[config.mk]
export PLATFORM = sky130hd
export DESIGN_NAME = pat_ctrl
export DESIGN_NICKNAME = d
export VERILOG_FILES = /design/src/rtl/pat_pkg.sv /design/src/rtl/pat_ctrl.sv
export SDC_FILE = /design/constraint.sdc
export NUM_CORES = 1
export LEC_CHECK = 0
export BUFFER_PORTS_ARGS = -buffer_cell sky130_fd_sc_hd__buf_2
export CAP_MARGIN = 25
export CORE_MARGIN = 2
export CORE_UTILIZATION = 40
export DETAILED_ROUTE_END_ITERATION = 8
export HOLD_SLACK_MARGIN = 0.02
export PLACE_DENSITY = 0.76
export SYNTH_ARGS = -nofsm -noshare
export SYNTH_HDL_FRONTEND = slang
export SYNTH_SLANG_ARGS = --single-unit
export TNS_END_PERCENT = 1
[constraint.sdc]
create_clock -name clk_i -period 2.1 [get_ports clk_i]
set_input_delay 0.315 -clock clk_i [delete_from_list [all_inputs] [get_ports clk_i]]
set_output_delay 0.315 -clock clk_i [all_outputs]
set_load 0.01 [all_outputs]
[src/rtl/pat_pkg.sv]
package pat_pkg;

  localparam int NumProcesses    = 8;
  localparam int PagesPerProcess = 256;
  localparam int FrameSlots      = 64;

  localparam logic [3:0]  MaxLog2     = 4'd12;
  localparam logic [15:0] LfsrSeed    = 16'hACE1;
  localparam logic [3:0]  PageLog2Rst = 4'd8;
  localparam logic [6:0]  FramesRst   = 7'd64;

  typedef enum logic [1:0] {
    CFG_PAGE_LOG2 = 2'd0,
    CFG_REPL_MODE = 2'd1,
    CFG_FRAMES    = 2'd2,
    CFG_NONE      = 2'd3
  } cfg_idx_e;

  typedef enum logic [3:0] {
    ST_CLEAR, ST_IDLE, ST_LOOK, ST_LOOK_WAIT, ST_FREE_SCAN, ST_VICTIM,
    ST_FIFO_SCAN, ST_FIFO_LAST, ST_MOD_WAIT, ST_VREAD, ST_EVICT, ST_COMMIT, ST_OUT
  } state_e;

  // controller -> datapath
  typedef struct packed {
    logic capture;
    logic clear_step;
    logic pt_read;
    logic scan_start;
    logic scan_step;
    logic pick_random;
    logic rand_load;
    logic fifo_pick;
    logic own_read;
    logic evict;
    logic commit;
    logic out_load;
  } dp_cmd_t;

  // datapath -> controller
  typedef struct packed {
    logic clear_done;
    logic addr_err;
    logic pt_present;
    logic free_found;
    logic scan_last;
    logic mod_busy;
  } dp_sts_t;

endpackage

[src/rtl/pat_ctrl.sv]
module pat_ctrl import pat_pkg::*; (
  input  logic    clk_i,
  input  logic    rst_ni,
  input  logic    in_valid_i,
  output logic    in_ready_o,
  output logic    out_valid_o,
  input  logic    out_ready_i,
  input  logic    repl_mode_i,
  input  dp_sts_t sts_i,
  output dp_cmd_t cmd_o
);

  state_e state_q, state_d;
  logic   out_valid_q, out_valid_d;

  // next state
  always_comb begin
    state_d = state_q;
    case (state_q)
      ST_CLEAR:     if (sts_i.clear_done) state_d = ST_IDLE;
      ST_IDLE:      if (in_valid_i) state_d = ST_LOOK;
      ST_LOOK:      state_d = sts_i.addr_err ? ST_OUT : ST_LOOK_WAIT;
      ST_LOOK_WAIT: state_d = sts_i.pt_present ? ST_OUT : ST_FREE_SCAN;
      ST_FREE_SCAN: begin
        if (sts_i.free_found) state_d = ST_COMMIT;
        else if (sts_i.scan_last) state_d = ST_VICTIM;
      end
      ST_VICTIM:    state_d = repl_mode_i ? ST_MOD_WAIT : ST_FIFO_SCAN;
      ST_FIFO_SCAN: if (sts_i.scan_last) state_d = ST_FIFO_LAST;
      ST_FIFO_LAST: state_d = ST_VREAD;
      ST_MOD_WAIT:  if (!sts_i.mod_busy) state_d = ST_VREAD;
      ST_VREAD:     state_d = ST_EVICT;
      ST_EVICT:     state_d = ST_COMMIT;
      ST_COMMIT:    state_d = ST_OUT;
      ST_OUT:       if (!out_valid_q || out_ready_i) state_d = ST_IDLE;
      default:      state_d = ST_CLEAR;
    endcase
  end

  // outputs
  always_comb begin
    cmd_o = '0;
    in_ready_o = 1'b0;
    case (state_q)
      ST_CLEAR:     cmd_o.clear_step = 1'b1;
      ST_IDLE: begin
        in_ready_o    = 1'b1;
        cmd_o.capture = in_valid_i;
      end
      ST_LOOK:      cmd_o.pt_read = 1'b1;
      ST_LOOK_WAIT: cmd_o.scan_start = 1'b1;
      ST_FREE_SCAN: cmd_o.scan_step = 1'b1;
      ST_VICTIM: begin
        cmd_o.pick_random = repl_mode_i;
        cmd_o.scan_start  = !repl_mode_i;
      end
      ST_FIFO_SCAN: cmd_o.scan_step = 1'b1;
      ST_FIFO_LAST: cmd_o.fifo_pick = 1'b1;
      ST_MOD_WAIT:  cmd_o.rand_load = !sts_i.mod_busy;
      ST_VREAD:     cmd_o.own_read = 1'b1;
      ST_EVICT:     cmd_o.evict = 1'b1;
      ST_COMMIT:    cmd_o.commit = 1'b1;
      ST_OUT:       cmd_o.out_load = !out_valid_q || out_ready_i;
      default:      cmd_o = '0;
    endcase
  end

  always_comb begin
    out_valid_d = out_valid_q;
    if (out_ready_i) out_valid_d = 1'b0;
    if (cmd_o.out_load) out_valid_d = 1'b1;
  end
  assign out_valid_o = out_valid_q;

  always_ff @(posedge clk_i or negedge rst_ni) begin
    if (!rst_ni) begin
      state_q     <= ST_CLEAR;
      out_valid_q <= 1'b0;
    end else begin
      state_q     <= state_d;
      out_valid_q <= out_valid_d;
    end
  end

endmodule

==> impl_results.md <==
- PostCTS Resize Cnt: 0
- Worst setup margin: about 240 ps
- Nets: ~110
- Seq pwr share: about 30%
- First-pass DRT Iterations: 4
- Async SR Flop Fraction: 100%
- Initial antenna violation count: 0
- Worst-path clk slew: 40 ps
- Syn. warnings: 0
- First-pass GRT wire length: roughly 2200 µm
- Peak supply drop: just over 0.0007 V
- Diode count: 0
- Crit-path max cell delay: slightly below 700 ps
- Register area share after synthesis: a little over a fifth
- Vias: roughly 630
- Syn nets: a little under 90
- Syn Inst Count: a little under 80
- HPWL after detailed placement: approximately 1000 µm
- Crit start category: register
- Endpoint class of the critical path: primary output
- Unique masters post-synth: 32
- Slew @ Worst Pin: about 560 ps
- Multi-input logic area: around 380 µm²
- Die height: around 42 µm
- Clk root buf: clkbuf_4
- Top cells by count, synth: nor2_1 (12), nand2_1 (6)
- Delay-heaviest family, CP: flip-flops
- Post-synthesis area per instance: approximately 7.4 µm²
- Fill cells: between 100 and 150
- RSZ-0062 raised after global routing: no
- EDFF count, synth: 0
- CP max FO: 17
- Combinational power share: between 50% and 60%
- Lkg Pwr: about 0.36 nW
- Critical-path top delay cell: dfrtp_1
- CTS tree: yes
- HP Class: in -> reg
- DIE AREA: 1760 µm²
- Initial DRC Count: 16
- Core Util, Final: between 50% and 60%
- Pins Over Slew Limit: 0
- Worst skew pair latency: around 230 ps
- # port buffers: 24
- CTS buffer count: 3
- Vias in the first global route: between 500 and 600
- Pin count of the biggest net entering global routing: 18
- Routed WL per cell: 11.9 µm
- Die W: 42.0 µm
- Main flop type after synthesis: dfrtp_1
- Top-count cell post-synth: nor2_1
- Cell-by-cell trace of the critical path: nor2b_1 > and3_1 > buf_2
- P per Cell Area: 1300 nW/µm²
- Worst Clk Skew: between 0.4 and 0.5 ps
- Drt via density: approximately 5.4
- CP bufs+invs: 1
- Final min period: about 1900 ps
- Yosys reg bits: 5
- Share of layout cells above drive strength 1: between 30 and 40%
- Outcome: completed
- Max-slew headroom: between 60% and 70%
- Initial Utilization: a little over two fifths
- H-tree depth: 1
- Syn Std Cell Area: 577 µm²
- Area contributors post-synth: dfrtp_1 (22%), nor2_1 (7.8%), nor2b_1 (5.4%), buf_4 (5.2%), a21oi_1 (4.3%)
- Tcrit/Tclk final: around nine tenths
- Num rows: 13
- WP data required: ~1800 ps
- DRT antenna net count: 0
- Internal power: roughly 0.45 mW
- Setup bufs post-CTS: 0
- GRT overflow: 0
- DP Worst Slack: 433 ps
- Setup violation total in the final timing report: 0
- CTS Hold Buffers Added: 1
- Max Cap Viol: 0
- Core area: between 1000 and 1500 µm²
- Routed wire length: between 1000 and 1500 µm
- Total GRT Usage: about 16%
- Switching power: 0.458 mW
- Max Root-Sink Buffers: 2
- CTS Sinks: 5
- Ports: 25
- Switching Share: approximately 50%
- Gpl congestion: 0.858
- Post-route DRC violation count: 0
- Register area: around 130 µm²
- Post-synth top area cell: dfrtp_1
- Clk pwr share: a little under an eighth
- Synth-to-Final Area Change: 21.5%
- Crit path kind: reg -> out
- Max Freq: 538 MHz
- Synth top area share: 21.7%
- Hold Vio Cnt, Final: 0
- Sum of negative setup slack: 0 ps
- WP data arrival: roughly 1600 ps
stage by stage:
step | hold WS, ps | area (µm²) | instances | power [mW]
global route | 307 | 701 | 115 | 1.00
CTS | 306 | 701 | 115 | 0.915
global placement | 132 | 664 | 110 | 0.794
floorplan | 19.4 | 577 | 78 | 0.704
finish | 309 | 701 | 115 | 0.911
detailed placement | 132 | 664 | 110 | 0.798
layer usage:
metal,global-route usage (%),routed length (µm),vias up
li1,-,-,325
met1,22.0,673,281
met2,23.4,617,19
met3,3.02,80,0
met4,7.10,0,0
met5,0,0,-
registers in the layout (all words and copies together) (netlist names):
name	count
state_q	4
out_valid_o	1
kinds of logic after synthesis:
kind of cell           count (synthesis)  synth area share, %
muxes                                  2                 3.47
and+or+nand+nor                       37                 35.1
DFF                                    5                 21.7
buffers and inverters                 12                 12.1
AOI/OAI and AO/OA                     22                 27.6
power groups by stage:
stage / Sequential [mW] / Clock (mW) / Combinational [mW]
after floorplan: 0.157 / 0 / 0.547
after global placement: 0.269 / 0 / 0.524
after detailed placement: 0.271 / 0 / 0.527
after CTS: 0.270 / 0.112 / 0.533
after global routing: 0.286 / 0.123 / 0.593
final: 0.274 / 0.108 / 0.529
cell usage in the layout, fill, tap and decap left out, types with 2 or more instances in the layout:
cell and n:
o21ai_1 2, o22ai_1 3, nand2b_1 3, clkbuf_4 3
and3_1 2, nor3_1 2, nor2b_1 5, buf_2 24
mux2i_1 2, a21oi_1 5, nor2_1 12, a31oi_1 2
inv_1 5, nand2_1 6, nor4_1 2, dfrtp_1 5
final timing paths:
kind,startpoint,end,slack (ps),cells past startpoint
max in group asynchronous,rst_ni,out_valid_o,1550,2
min reg2reg,out_valid_o,out_valid_o,530,2
min,in_valid_i,state_q[0],310,2
min in group asynchronous,rst_ni,state_q[2],420,2
max,state_q[0],cmd_o[11],240,3
max reg2reg,state_q[0],state_q[1],380,5
cell type report:
class                           instances  share of cell area [%]
Tap cell                               15                    2.68
Clock buffer                            4                    3.75
Inverter                                5                    2.68
Multi-Input combinational cell         61                    54.5
Sequential cell                         5                    17.9
Timing Repair Buffer                   25                    18.6
Note: power is estimated with default switching activity, not from simulation.
